File: src/hw/rtl/bsm_pkg.sv
// Shared types, codes and constants of the bank switch mapper.
// No dependencies; bsm_xlat and the top level import this package.
`timescale 1ns / 1ps

package bsm_pkg;

  localparam int ROM_ADDR_W         = 19;
  localparam int PRG_ADDR_WIDTH_DEF = 19;
  localparam int PRG_LG_W           = 3;

  localparam logic [PRG_LG_W-1:0] PRG_LG_RESET = 3'd5;
  localparam logic [PRG_LG_W-1:0] PRG_LG_MIN   = 3'd1;
  localparam logic [PRG_LG_W-1:0] PRG_LG_MAX   = 3'd6;

  // Bank register targets with special storage rules.
  localparam logic [2:0] BANK_R0 = 3'd0;
  localparam logic [2:0] BANK_R1 = 3'd1;
  localparam logic [2:0] BANK_R6 = 3'h6;
  localparam logic [2:0] BANK_R7 = 3'h7;

  localparam logic [7:0]  PRG_WIN_MASK = 8'h3F;
  localparam logic [12:0] CHR_A12      = 13'h1000;

  // Operation carried by an input item.
  typedef enum logic [1:0] {
    MODE_WRITE = 2'd0,
    MODE_PRG   = 2'd1,
    MODE_CHR   = 2'd2,
    MODE_CLOCK = 2'd3
  } mode_t;

  // Register group chosen by address bits 14..13 of a write.
  typedef enum logic [1:0] {
    SEL_BANK   = 2'd0,
    SEL_MIRROR = 2'd1,
    SEL_IRQ_LR = 2'd2,
    SEL_IRQ_EN = 2'd3
  } reg_sel_t;

  typedef logic [7:0][7:0] bank_regs_t;

  // Mapping state that the translation logic reads.
  typedef struct packed {
    bank_regs_t          bank_regs;
    logic [7:0]          bank_ctrl;
    logic [PRG_LG_W-1:0] prg_lg;
  } xlat_ctl_t;

endpackage

File: src/hw/rtl/bsm_in_if.sv
// Input channel of the bank switch mapper: valid, ready and one item.
// Depends on nothing.
`timescale 1ns / 1ps

interface bsm_in_if;
  logic        valid;
  logic        ready;
  logic [1:0]  mode;
  logic [15:0] addr;
  logic [7:0]  wdata;

  modport source (output valid, mode, addr, wdata, input ready);
  modport sink   (input valid, mode, addr, wdata, output ready);
endinterface

File: src/hw/rtl/bsm_out_if.sv
// Result channel of the bank switch mapper: valid, ready and one result item.
// Depends on nothing.
`timescale 1ns / 1ps

interface bsm_out_if;
  logic        valid;
  logic        ready;
  logic [18:0] rom_addr;
  logic        irq_pend;
  logic        mirror_code;

  modport source (output valid, rom_addr, irq_pend, mirror_code, input ready);
  modport sink   (input valid, rom_addr, irq_pend, mirror_code, output ready);
endinterface

File: src/hw/rtl/bsm_cfg_if.sv
// Configuration write channel of the bank switch mapper.
// Depends on nothing.
`timescale 1ns / 1ps

interface bsm_cfg_if;
  logic       valid;
  logic       ready;
  logic [2:0] size_lg;

  modport source (output valid, size_lg, input ready);
  modport sink   (input valid, size_lg, output ready);
endinterface

File: src/hw/rtl/bsm_xlat.sv
// Address translation for program and pattern reads of the mapper.
// Depends on bsm_pkg.
`timescale 1ns / 1ps

module bsm_xlat
  import bsm_pkg::*;
#(
  parameter int PRG_ADDR_WIDTH = PRG_ADDR_WIDTH_DEF
) (
  input  mode_t                 mode,
  input  logic [15:0]           addr,
  input  xlat_ctl_t             ctl,
  output logic [ROM_ADDR_W-1:0] rom_addr
);

  localparam int PW = (PRG_ADDR_WIDTH < ROM_ADDR_W) ? PRG_ADDR_WIDTH : ROM_ADDR_W;
  localparam logic [ROM_ADDR_W-1:0] PRG_MASK = {ROM_ADDR_W{1'b1}} >> (ROM_ADDR_W - PW);

  logic [PRG_LG_W-1:0]   lg;
  logic [6:0]            nbanks;
  logic [1:0]            win;
  logic [5:0]            win_bank;
  logic [ROM_ADDR_W-1:0] rom_mask;
  logic [ROM_ADDR_W-1:0] prg_addr;
  logic [12:0]           chr_e;
  logic [2:0]            chr_idx;
  logic [7:0]            pat_bank;
  logic [ROM_ADDR_W-1:0] chr_addr;

  always_comb begin
    // Out-of-range sizes saturate to the supported span.
    if (ctl.prg_lg < PRG_LG_MIN) begin
      lg = PRG_LG_MIN;
    end else if (ctl.prg_lg > PRG_LG_MAX) begin
      lg = PRG_LG_MAX;
    end else begin
      lg = ctl.prg_lg;
    end
    nbanks   = 7'd1 << lg;
    rom_mask = {ROM_ADDR_W{1'b1}} >> (PRG_LG_MAX - lg);

    // Program mode swaps the roles of windows 0 and 2.
    win = {addr[14] ^ (ctl.bank_ctrl[6] & ~addr[13]), addr[13]};
    unique case (win)
      2'd0:    win_bank = ctl.bank_regs[BANK_R6][5:0];
      2'd1:    win_bank = ctl.bank_regs[BANK_R7][5:0];
      2'd2:    win_bank = 6'(nbanks - 7'd2);
      default: win_bank = 6'(nbanks - 7'd1);
    endcase
    prg_addr = {win_bank, addr[12:0]} & rom_mask & PRG_MASK;

    // A12 inversion swaps the 2 KiB and 1 KiB halves of pattern space.
    chr_e = addr[12:0] ^ (ctl.bank_ctrl[7] ? CHR_A12 : 13'd0);
    if (chr_e[12]) begin
      chr_idx = {1'b0, chr_e[11:10]} + 3'd2;
    end else begin
      chr_idx = {2'b00, chr_e[11]};
    end
    pat_bank = ctl.bank_regs[chr_idx];
    if (chr_e[12]) begin
      chr_addr = {1'b0, pat_bank, chr_e[9:0]};
    end else begin
      chr_addr = {pat_bank, chr_e[10:0]};
    end

    unique case (mode)
      MODE_PRG: rom_addr = prg_addr;
      MODE_CHR: rom_addr = chr_addr;
      default:  rom_addr = '0;
    endcase
  end

endmodule

File: src/hw/rtl/bank_switch_mapper_with_scanline_irq.sv
// Top level of the bank switch mapper with its scanline interrupt counter.
// Depends on bsm_pkg, the three channel interfaces and bsm_xlat.
`timescale 1ns / 1ps

//  Channel   Direction  Content
//  in_if     sink       mode, addr, wdata: one bus operation per item
//  out_if    source     rom_addr, irq_pend, mirror_code: one result per item
//  cfg_if    sink       size_lg: program ROM size, always ready
//
// One item is accepted per clock cycle while in_if.ready is high. The item
// waits in the input register, then the decode, the translation and the state
// update run in one pass into the result register, which it leaves when
// out_if.ready is high.
// Reset is synchronous and active low; it clears the mapper state, sets the
// program ROM size to 32 banks and empties both registers.
// A stalled result holds the result register; the input register still takes
// one more item, after which in_if.ready falls until the result is taken.

module bank_switch_mapper_with_scanline_irq
  import bsm_pkg::*;
#(
  parameter int PRG_ADDR_WIDTH = PRG_ADDR_WIDTH_DEF
) (
  input  logic      clk,
  input  logic      rst_n,
  bsm_in_if.sink    in_if,
  bsm_out_if.source out_if,
  bsm_cfg_if.sink   cfg_if
);

  // Input register.
  logic        s1_valid_r;
  mode_t       s1_mode_r;
  logic [15:0] s1_addr_r;
  logic [7:0]  s1_wdata_r;

  // Result register.
  logic                  out_valid_r;
  logic [ROM_ADDR_W-1:0] out_rom_addr_r;
  logic                  out_irq_r;
  logic                  out_mirror_r;

  // Mapper state.
  logic [PRG_LG_W-1:0] prg_lg_r;
  bank_regs_t          bank_regs_r, bank_regs_nxt;
  logic [7:0]          bank_ctrl_r, bank_ctrl_nxt;
  logic                arrange_r, arrange_nxt;
  logic [7:0]          irq_lat_r, irq_lat_nxt;
  logic [7:0]          irq_count_r, irq_count_nxt;
  logic                irq_rld_r, irq_rld_nxt;
  logic                irq_en_r, irq_en_nxt;
  logic                irq_flag_r, irq_flag_nxt;

  logic                  out_adv;
  logic                  s1_fire;
  logic                  in_fire;
  reg_sel_t              sel;
  logic [2:0]            target;
  xlat_ctl_t             ctl;
  logic [ROM_ADDR_W-1:0] rom_addr;

  // The result register advances when empty or taken; the input register
  // refills whenever its item moves on.
  assign out_adv      = !out_valid_r || out_if.ready;
  assign s1_fire      = s1_valid_r && out_adv;
  assign in_if.ready  = !s1_valid_r || out_adv;
  assign in_fire      = in_if.valid && in_if.ready;
  assign cfg_if.ready = 1'b1;

  assign out_if.valid       = out_valid_r;
  assign out_if.rom_addr    = out_rom_addr_r;
  assign out_if.irq_pend    = out_irq_r;
  assign out_if.mirror_code = out_mirror_r;

  // Translation reads the state as it stands before this item.
  assign ctl.bank_regs = bank_regs_r;
  assign ctl.bank_ctrl = bank_ctrl_r;
  assign ctl.prg_lg    = prg_lg_r;

  bsm_xlat #(
    .PRG_ADDR_WIDTH(PRG_ADDR_WIDTH)
  ) u_xlat (
    .mode    (s1_mode_r),
    .addr    (s1_addr_r),
    .ctl     (ctl),
    .rom_addr(rom_addr)
  );

  // Register writes and scanline clocks update the state in the same pass.
  always_comb begin
    sel           = reg_sel_t'(s1_addr_r[14:13]);
    target        = bank_ctrl_r[2:0];
    bank_regs_nxt = bank_regs_r;
    bank_ctrl_nxt = bank_ctrl_r;
    arrange_nxt   = arrange_r;
    irq_lat_nxt   = irq_lat_r;
    irq_count_nxt = irq_count_r;
    irq_rld_nxt   = irq_rld_r;
    irq_en_nxt    = irq_en_r;
    irq_flag_nxt  = irq_flag_r;

    unique case (s1_mode_r)
      MODE_WRITE: begin
        if (s1_addr_r[0]) begin
          unique case (sel)
            SEL_BANK: begin
              // R0 and R1 hold 2 KiB banks, R6 and R7 are program banks.
              if (target == BANK_R6 || target == BANK_R7) begin
                bank_regs_nxt[target] = s1_wdata_r & PRG_WIN_MASK;
              end else if (target == BANK_R0 || target == BANK_R1) begin
                bank_regs_nxt[target] = s1_wdata_r >> 1;
              end else begin
                bank_regs_nxt[target] = s1_wdata_r;
              end
            end
            SEL_MIRROR: begin
              // Program RAM protect is not modeled.
            end
            SEL_IRQ_LR: begin
              irq_count_nxt = 8'd0;
              irq_rld_nxt   = 1'b1;
            end
            default: begin
              irq_en_nxt = 1'b1;
            end
          endcase
        end else begin
          unique case (sel)
            SEL_BANK:   bank_ctrl_nxt = s1_wdata_r;
            SEL_MIRROR: arrange_nxt   = s1_wdata_r[0];
            SEL_IRQ_LR: irq_lat_nxt   = s1_wdata_r;
            default: begin
              irq_en_nxt   = 1'b0;
              irq_flag_nxt = 1'b0;
            end
          endcase
        end
      end
      MODE_CLOCK: begin
        if (irq_count_r == 8'd0 || irq_rld_r) begin
          irq_count_nxt = irq_lat_r;
        end else begin
          irq_count_nxt = irq_count_r - 8'd1;
        end
        if (irq_count_nxt == 8'd0 && irq_en_r) begin
          irq_flag_nxt = 1'b1;
        end
        irq_rld_nxt = 1'b0;
      end
      default: begin
        // Reads leave the state alone.
      end
    endcase
  end

  // Control state and the configuration register.
  always_ff @(posedge clk) begin
    if (!rst_n) begin
      s1_valid_r  <= 1'b0;
      out_valid_r <= 1'b0;
      prg_lg_r    <= PRG_LG_RESET;
      bank_regs_r <= '0;
      bank_ctrl_r <= 8'd0;
      arrange_r   <= 1'b0;
      irq_lat_r   <= 8'd0;
      irq_count_r <= 8'd0;
      irq_rld_r   <= 1'b0;
      irq_en_r    <= 1'b0;
      irq_flag_r  <= 1'b0;
    end else begin
      if (cfg_if.valid) begin
        prg_lg_r <= cfg_if.size_lg;
      end
      if (in_if.ready) begin
        s1_valid_r <= in_if.valid;
      end
      if (out_adv) begin
        out_valid_r <= s1_valid_r;
      end
      if (s1_fire) begin
        bank_regs_r <= bank_regs_nxt;
        bank_ctrl_r <= bank_ctrl_nxt;
        arrange_r   <= arrange_nxt;
        irq_lat_r   <= irq_lat_nxt;
        irq_count_r <= irq_count_nxt;
        irq_rld_r   <= irq_rld_nxt;
        irq_en_r    <= irq_en_nxt;
        irq_flag_r  <= irq_flag_nxt;
      end
    end
  end

  // Payload registers.
  always_ff @(posedge clk) begin
    if (in_fire) begin
      s1_mode_r  <= mode_t'(in_if.mode);
      s1_addr_r  <= in_if.addr;
      s1_wdata_r <= in_if.wdata;
    end
    if (s1_fire) begin
      out_rom_addr_r <= rom_addr;
      out_irq_r      <= irq_flag_nxt;
      out_mirror_r   <= ~arrange_nxt;
    end
  end

  // The input register must not take an item while both registers are full
  // and the result is stalled.
  a_no_overrun: assert property (@(posedge clk) disable iff (!rst_n)
    s1_valid_r && out_valid_r && !out_if.ready |-> !in_if.ready)
    else $error("input accepted while both registers are full and stalled");

  // Writes and scanline clocks give a zero address.
  a_zero_addr: assert property (@(posedge clk) disable iff (!rst_n)
    s1_fire && (s1_mode_r == MODE_WRITE || s1_mode_r == MODE_CLOCK)
    |=> out_rom_addr_r == '0)
    else $error("non-read item gave a nonzero address");

  // A reload write clears the counter and arms the reload.
  a_reload: assert property (@(posedge clk) disable iff (!rst_n)
    s1_fire && s1_mode_r == MODE_WRITE && s1_addr_r[0] && s1_addr_r[14:13] == SEL_IRQ_LR
    |=> irq_count_r == 8'd0 && irq_rld_r)
    else $error("reload write did not clear the counter");

  // The pending flag only rises on a scanline clock.
  a_flag_rise: assert property (@(posedge clk) disable iff (!rst_n)
    $rose(irq_flag_r) |-> $past(s1_fire && s1_mode_r == MODE_CLOCK))
    else $error("interrupt flag rose without a scanline clock");

  // Program bank registers never hold more than six bits.
  a_prg_bank_width: assert property (@(posedge clk) disable iff (!rst_n)
    bank_regs_r[BANK_R6][7:6] == 2'b00 && bank_regs_r[BANK_R7][7:6] == 2'b00)
    else $error("program bank register exceeds six bits");

endmodule
File: src/flat_wrapper.sv
// flat-port wrapper written by rule: the top's interface ports become plain ports
module bank_switch_mapper_with_scanline_irq_flat import bsm_pkg::*;
#(
  parameter int PRG_ADDR_WIDTH = PRG_ADDR_WIDTH_DEF
)
  (clk, rst_n, in_if_valid, in_if_mode, in_if_addr, in_if_wdata, in_if_ready, out_if_valid, out_if_rom_addr, out_if_irq_pend, out_if_mirror_code, out_if_ready, cfg_if_valid, cfg_if_size_lg, cfg_if_ready);
  bsm_in_if in_if_i ();
  bsm_out_if out_if_i ();
  bsm_cfg_if cfg_if_i ();
  input  logic clk;
  input  logic rst_n;
  input wire logic [$bits(in_if_i.valid)-1:0] in_if_valid;
  input wire logic [$bits(in_if_i.mode)-1:0] in_if_mode;
  input wire logic [$bits(in_if_i.addr)-1:0] in_if_addr;
  input wire logic [$bits(in_if_i.wdata)-1:0] in_if_wdata;
  output wire logic [$bits(in_if_i.ready)-1:0] in_if_ready;
  output wire logic [$bits(out_if_i.valid)-1:0] out_if_valid;
  output wire logic [$bits(out_if_i.rom_addr)-1:0] out_if_rom_addr;
  output wire logic [$bits(out_if_i.irq_pend)-1:0] out_if_irq_pend;
  output wire logic [$bits(out_if_i.mirror_code)-1:0] out_if_mirror_code;
  input wire logic [$bits(out_if_i.ready)-1:0] out_if_ready;
  input wire logic [$bits(cfg_if_i.valid)-1:0] cfg_if_valid;
  input wire logic [$bits(cfg_if_i.size_lg)-1:0] cfg_if_size_lg;
  output wire logic [$bits(cfg_if_i.ready)-1:0] cfg_if_ready;
  assign in_if_i.valid = in_if_valid;
  assign in_if_i.mode = in_if_mode;
  assign in_if_i.addr = in_if_addr;
  assign in_if_i.wdata = in_if_wdata;
  assign in_if_ready = in_if_i.ready;
  assign out_if_valid = out_if_i.valid;
  assign out_if_rom_addr = out_if_i.rom_addr;
  assign out_if_irq_pend = out_if_i.irq_pend;
  assign out_if_mirror_code = out_if_i.mirror_code;
  assign out_if_i.ready = out_if_ready;
  assign cfg_if_i.valid = cfg_if_valid;
  assign cfg_if_i.size_lg = cfg_if_size_lg;
  assign cfg_if_ready = cfg_if_i.ready;
  bank_switch_mapper_with_scanline_irq #(.PRG_ADDR_WIDTH(PRG_ADDR_WIDTH)) u_core (.clk(clk), .rst_n(rst_n), .in_if(in_if_i), .out_if(out_if_i), .cfg_if(cfg_if_i));
endmodule
File: config.mk
export PLATFORM = sky130hd
export DESIGN_NAME = bank_switch_mapper_with_scanline_irq_flat
export DESIGN_NICKNAME = d
export VERILOG_FILES = /design/src/hw/rtl/bsm_pkg.sv /design/src/hw/rtl/bsm_in_if.sv /design/src/hw/rtl/bsm_out_if.sv /design/src/hw/rtl/bsm_cfg_if.sv /design/src/hw/rtl/bsm_xlat.sv /design/src/hw/rtl/bank_switch_mapper_with_scanline_irq.sv /design/src/flat_wrapper.sv
export SDC_FILE = /design/constraint.sdc
export NUM_CORES = 1
export LEC_CHECK = 0
export BUFFER_PORTS_ARGS = -buffer_cell sky130_fd_sc_hd__buf_4
export CORE_MARGIN = 4
export CORE_UTILIZATION = 43
export CTS_CLUSTER_DIAMETER = 30
export DETAILED_ROUTE_END_ITERATION = 12
export GPL_TIMING_DRIVEN = 0
export SLEW_MARGIN = 0
export SYNTH_ARGS = -nofsm -noshare
export SYNTH_HDL_FRONTEND = slang
export SYNTH_SLANG_ARGS = --single-unit
File: constraint.sdc
create_clock -name clk -period 3.5 [get_ports clk]
set_clock_uncertainty 0.2 [all_clocks]
set_input_delay 0.35 -clock clk [delete_from_list [all_inputs] [get_ports clk]]
set_output_delay 0.35 -clock clk [all_outputs]
set_load 0.02 [all_outputs]
* Word-level counts from Yosys, hierarchy flattened
Cells that the tools add are included.
** Storage, ports and cells
- Logic and storage cells :: 114
- Bits of input ports :: 34
- Flip-flop bits (word level) :: 143
** Cells by class
- Add/subtract/negate cells :: 5
- Bitwise logic cells :: 8
- Order comparisons :: 5
- Shift-type cells :: 2
- Mux-type cells :: 34
- Reduce and logical (&&, ||, !) cells :: 24
- Eq/ne operators :: 12
** Operators by type and width (number)
- 64-bit bitwise mux :: 3
- 64-bit 2-to-1 mux :: 2
- 8-bit 2-to-1 mux :: 6
- 19-bit case mux with 2 select lines :: 1
- 8-bit binary-select mux with 3-bit select :: 1
- 8-bit demux with 3-bit select :: 1
- 19-bit AND :: 1
- 19-bit 2-to-1 mux :: 1
- 19-bit by 3-bit right shift with 19-bit output (first input constant) :: 1
- 6-bit case mux with 3 select lines :: 1
- 8-bit zero test :: 2
- 8-bit case mux with 2 select lines :: 1
- 4-bit AND reduction :: 4
- 13-bit 2-to-1 mux :: 1
- 13-bit bitwise XOR :: 1
- 1-bit 2-to-1 mux :: 11
- 3-bit 2-to-1 mux :: 3
- 2-bit equality test (second input constant) :: 4
- 3-bit by 4-bit < comparator with 1-bit output (second input constant) :: 2
- 8-bit by 1-bit subtractor with 8-bit output (second input constant) :: 1
- 2-bit by 1-bit equality test with 1-bit output (second input constant) :: 3
- 3-bit equality test (second input constant) :: 2
- 2-bit zero test :: 3
- 1-bit by 3-bit left shift with 6-bit output (first input constant) :: 1
- other kinds (20) :: 33

* Depth between registers and ports, before layout
- Depth in word-level cells :: 8
- Depth in mapped cells :: 13

* By module
From an unflattened synthesis, not the netlist that was laid out.
** Second synthesis, totals
- Cells, all modules :: 601
- Area, all modules :: 6532.5 µm²
** By module, submodules not included
- bank_switch_mapper_with_scanline_irq :: cells each 459, times used 1, area an instance 5467.7 µm²
- bsm_xlat :: cells each 142, times used 1, area an instance 1064.8 µm²

* Worst setup path before layout
Ideal clock, no wire load.
- Path kind :: register to register
- Start point :: reg u_core.out_valid_r (netlist: u_core.out_if.valid)
- End point :: reg u_core.irq_flag_r
- Arrival :: 2137 ps
- Slack :: 1028 ps
- Path buffers :: 0
- Stages on the path, launching flop included :: 6
- Cells stage by stage :: dfxtp_1 nor2b_1 nor2_1 inv_1 o311ai_0 o31ai_1
** Between the ends
- Longest elaborated chain between the ends :: 3
** RTL lines
- from (decl) :: RTL line bank_switch_mapper_with_scanline_irq.sv:38 : logic out_valid_r;
- from (signal assigned) :: RTL line bank_switch_mapper_with_scanline_irq.sv:178 : out_valid_r <= s1_valid_r;
- 1-bit zero test :: RTL line bank_switch_mapper_with_scanline_irq.sv:64 : assign out_adv = !out_valid_r || out_if.ready;
- 1-bit logical OR :: RTL line bank_switch_mapper_with_scanline_irq.sv:64
- 1-bit logical AND :: RTL line bank_switch_mapper_with_scanline_irq.sv:65 : assign s1_fire = s1_valid_r && out_adv;
- net u_core.s1_fire :: RTL line bank_switch_mapper_with_scanline_irq.sv:55 : logic s1_fire;
- to (signal assigned) :: RTL line bank_switch_mapper_with_scanline_irq.sv:188 : irq_flag_r <= irq_flag_nxt;
- to (decl) :: RTL line bank_switch_mapper_with_scanline_irq.sv:52 : logic irq_flag_r, irq_flag_nxt;
The timed path passes the listed nets, and every way through them passes these cells.
A chain may end at the register's enable or synchronous reset.

* Worst setup path in the final report
- Start point :: reg u_core.prg_lg_r[2]
- End point :: reg u_core.out_rom_addr_r[18] (netlist: u_core.out_if.rom_addr[18]), data pin
** Between the ends
- Longest elaborated chain between the ends :: 8
** RTL lines
- from (decl) :: RTL line bank_switch_mapper_with_scanline_irq.sv:44 : logic [PRG_LG_W-1:0] prg_lg_r;
- from (signal assigned) :: RTL line bank_switch_mapper_with_scanline_irq.sv:172 : prg_lg_r <= cfg_if.size_lg;
- 3-bit > comparator :: RTL line bsm_xlat.sv:34 : end else if (ctl.prg_lg > PRG_LG_MAX) begin
- 3-bit 2-to-1 mux :: RTL line bsm_xlat.sv:34
- 3-bit 2-to-1 mux (*) :: RTL line bsm_xlat.sv:32 : if (ctl.prg_lg < PRG_LG_MIN) begin
- 1-bit by 3-bit left shift with 6-bit output :: RTL line bsm_xlat.sv:39 : nbanks = 7'd1 << lg;
- 6-bit by 1-bit subtractor with 6-bit output or 6-bit by 2-bit subtractor with 6-bit output (tied branches) :: RTL line bsm_xlat.sv:48, bsm_xlat.sv:47
- 6-bit case mux with 3 select lines :: RTL line bsm_xlat.sv:44 : unique case (win)
- 19-bit AND (*) :: RTL line bsm_xlat.sv:50 : prg_addr = {win_bank, addr[12:0]} & rom_mask & PRG_MASK;
- 19-bit case mux with 2 select lines (*) :: RTL line bsm_xlat.sv:66 : unique case (mode)
- to (signal assigned) :: RTL line bank_switch_mapper_with_scanline_irq.sv:201 : out_rom_addr_r <= rom_addr;
- to (decl) :: RTL line bank_switch_mapper_with_scanline_irq.sv:39 : logic [ROM_ADDR_W-1:0] out_rom_addr_r;
Every way passes the cells marked *; elsewhere a longest branch is shown, timed or not.

==> reports/metrics.csv <==
metric,value,unit
Layout area overhead,23.6,%
antenna fix cells,0,
cell family with the largest share of critical-path delay,compound AO/OA/AOI/OAI gates,
pin count of the biggest net entering global routing,26,
Critical Path End Type,flop,
Yosys reg bits,136,
Initial Utilization,44.1,%
LEAKAGE,3.15,nW
HP Class,in2reg,
run status,"complete, no violations",
hold_ws,0.0531,ns
Yosys cell types,62,
first-pass detailed-route iteration total,6,
Worst-Margin Slew,1.21,ns
fin crit share,86.9,%
Vert. Die Dim,131,µm
clock tree root buffer cell,clkbuf_16,
final net count,748,
initial DRC count,308,
r2r worst-path depth,13,
Post-Syn Area,0.00645,mm²
share of cells above drive strength 1,15.8,%
syn avg cell area,10.8,µm²
CP Class,reg2reg,
vias in the first global route,4605,
Rows,44,
Ys Warns,0,
Max H-tree Level,4,
Mapped Cells,595,
placed instance area,0.00711,mm²
CP cell instances,"clkbuf_1, nor2_1, nor2_1, a21oi_1, inv_1, ha_1, nand2b_1, ha_1, inv_1, o211ai_1, a31oi_1, o21ai_0, a21boi_0",
Slew Limit Fails,0,
sequential-to-total area share from yosys stat,49.3,%
Worst EP required,3.46,ns
wire length of the first global-routing pass,24800,µm
Worst path depth,13,
fin crit period,3.04,ns
gr ovfl total,0,
WP buf/inv,3,
Fillers,1291,
Clock transition at path regs,0.06,ns
vias per inst,5.19,
Worst EP arrival,3.00,ns
# DRC,0,
final setup vio count,0,
slowest cell on the critical path,dfxtp_1,
Die Wd,131,µm
Reg2Reg Setup Slack,0.46,ns
ys async rst share,0,%
Clock Latency Late Sink,0.43,ns
CP peak stage delay,0.39,ns
Post-Route Setup TNS,0,ns
Yosys top cell by area,dfxtp_1,
maximum VDD drop,369,µV
Synth Flop Type,dfxtp_1,
Area contributors post-synth,"dfxtp_1, edfxtp_1, mux2i_1",
CTS tree,done,
routed len/inst,17.6,µm
GRT Overall Usage,19.2,%
Fin. Hold Viols,0,
Synth top area share,27.9,%
Final Cell Area,0.00798,mm²
RSZ-0062 raised after global routing,no,
pwr dens,461,mW/mm²
Startpoint Class,flop,
area of the multi-input gates,0.00302,mm²
detailed placement HPWL,10700,µm
io pins,58,
initial antenna violation count,0,
CP max FO,10,
"EDFF count, synth",46,
hold depth,3,
core area,0.0146,mm²
TritonCTS Sinks,136,
commonest cells in the netlist,"mux2i_1, dfxtp_1, nor2b_1, edfxtp_1, nand2_1",
DR vias,4655,
flip-flop and latch area,0.00318,mm²
maxcap violations,0,
"count leader, synth",mux2i_1,
Final Wtd Congestion,0.916,
Max Root-Sink Buffers,2,
Max Freq,0.329,GHz
DIE AREA,0.0170,mm²
"Net Count, Synth",643,
Final Routed Wirelength,15800,µm
Post-CTS Setup Repair Bufs,0,
post-route antenna net violation count,0,
total CTS buffers,17,
Rel. slew slack,19.6,%
PortBufs,54,
worst register-to-register path, delay by kind of cell (launching register included):
kind | cells | cell delay, ns
buffers and inverters | 3 | 0.48
adders and majority gates | 2 | 0.44
DFF | 1 | 0.39
and+or+nand+nor | 3 | 0.36
AOI/OAI and AO/OA | 5 | 0.92
through the flow:
step	setup slack [ns]	cells	total power, mW	util [%]
after floorplan	1.03	595	1.88	-
after global routing	0.292	897	3.82	54.5
after global placement	0.333	833	1.99	48.4
after detailed placement	0.554	834	1.99	48.5
final	0.457	897	3.68	54.5
after CTS	0.523	897	3.71	54.5
placed cells by master, fill, tap and decap left out, types with 8 or more instances in the layout:
master	instances
nor2_1	25
mux2i_1	91
clkbuf_16	19
dfxtp_1	90
buf_4	56
o211ai_1	8
ha_1	14
clkbuf_1	33
dlygate4sd3_1	31
a21oi_1	16
nand2_1	31
inv_1	16
nor2b_1	81
and2_1	14
o21ai_0	21
edfxtp_1	46
final cells by class:
| cell class | count | share of cell area, % |
|---|---|---|
| sequential | 136 | 39.9 |
| buffer | 44 | 2.46 |
| multi-input combinational | 399 | 37.8 |
| clock buffer | 26 | 6.59 |
| inverter | 16 | 0.753 |
| clock inverter | 6 | 0.439 |
| tap | 184 | 2.89 |
| timing repair buffer | 86 | 9.16 |
worst paths after layout:
path	start	endpoint
worst max-delay path	u_core.prg_lg_r[2]$_SDFFE_PN1P_	u_core.out_if.rom_addr[18]$_SDFFCE_PN0P_
worst min-delay path	cfg_if_valid	u_core.prg_lg_r[1]$_SDFFE_PN0P_
worst min register to register	u_core.bank_regs_r[7]$_SDFFE_PN0P_	u_core.bank_regs_r[7]$_SDFFE_PN0P_
worst max register to register	u_core.prg_lg_r[2]$_SDFFE_PN1P_	u_core.out_if.rom_addr[18]$_SDFFCE_PN0P_
power by group:
part	total (mW)	internal [mW]	leakage [nW]	switching (mW)
logic	0.303	0.131	1.68	0.172
registers	1.69	1.67	1.18	0.0154
clock network	1.69	1.03	0.282	0.658
total	3.68	2.83	3.15	0.845
sequential cells by signal (all words and copies together) (netlist names), 2 cells and up:
register and flops:
u_core.prg_lg_r 3, u_core.out_if.rom_addr 19, u_core.s1_mode_r 2, u_core.irq_count_r 8, u_core.irq_lat_r 8, u_core.s1_wdata_r 8
u_core.bank_regs_r 60, u_core.s1_addr_r 15, u_core.bank_ctrl_r 5
kinds of logic after synthesis:
group           count (synthesis)  synth area share [%]
xor+xnor                        6                 0.814
flops                         136                  49.3
compound gates                 80                  8.36
mux                            97                  16.0
buf+inv                        60                  3.97
other cells                     1                0.0581
fa+ha+maj                      14                  2.71
simple gates                  201                  18.7
per-layer routing:
metal	global-route usage (%)	vias to the layer above	wire, µm
met5	0	-	0
li1	-	2306	-
met4	7.62	0	360
met1	26.8	2215	7480
met2	28.7	109	7190
met3	4.76	25	721
what timing repair did:
item / in CTS / in global routing
resized for setup: 0 / 0
hold buffers: 31 / 0
endpoints found under the setup margin: 0 / 0
hold endpoints to repair: 29 / 0
Note: power is estimated with default switching activity, not from simulation.
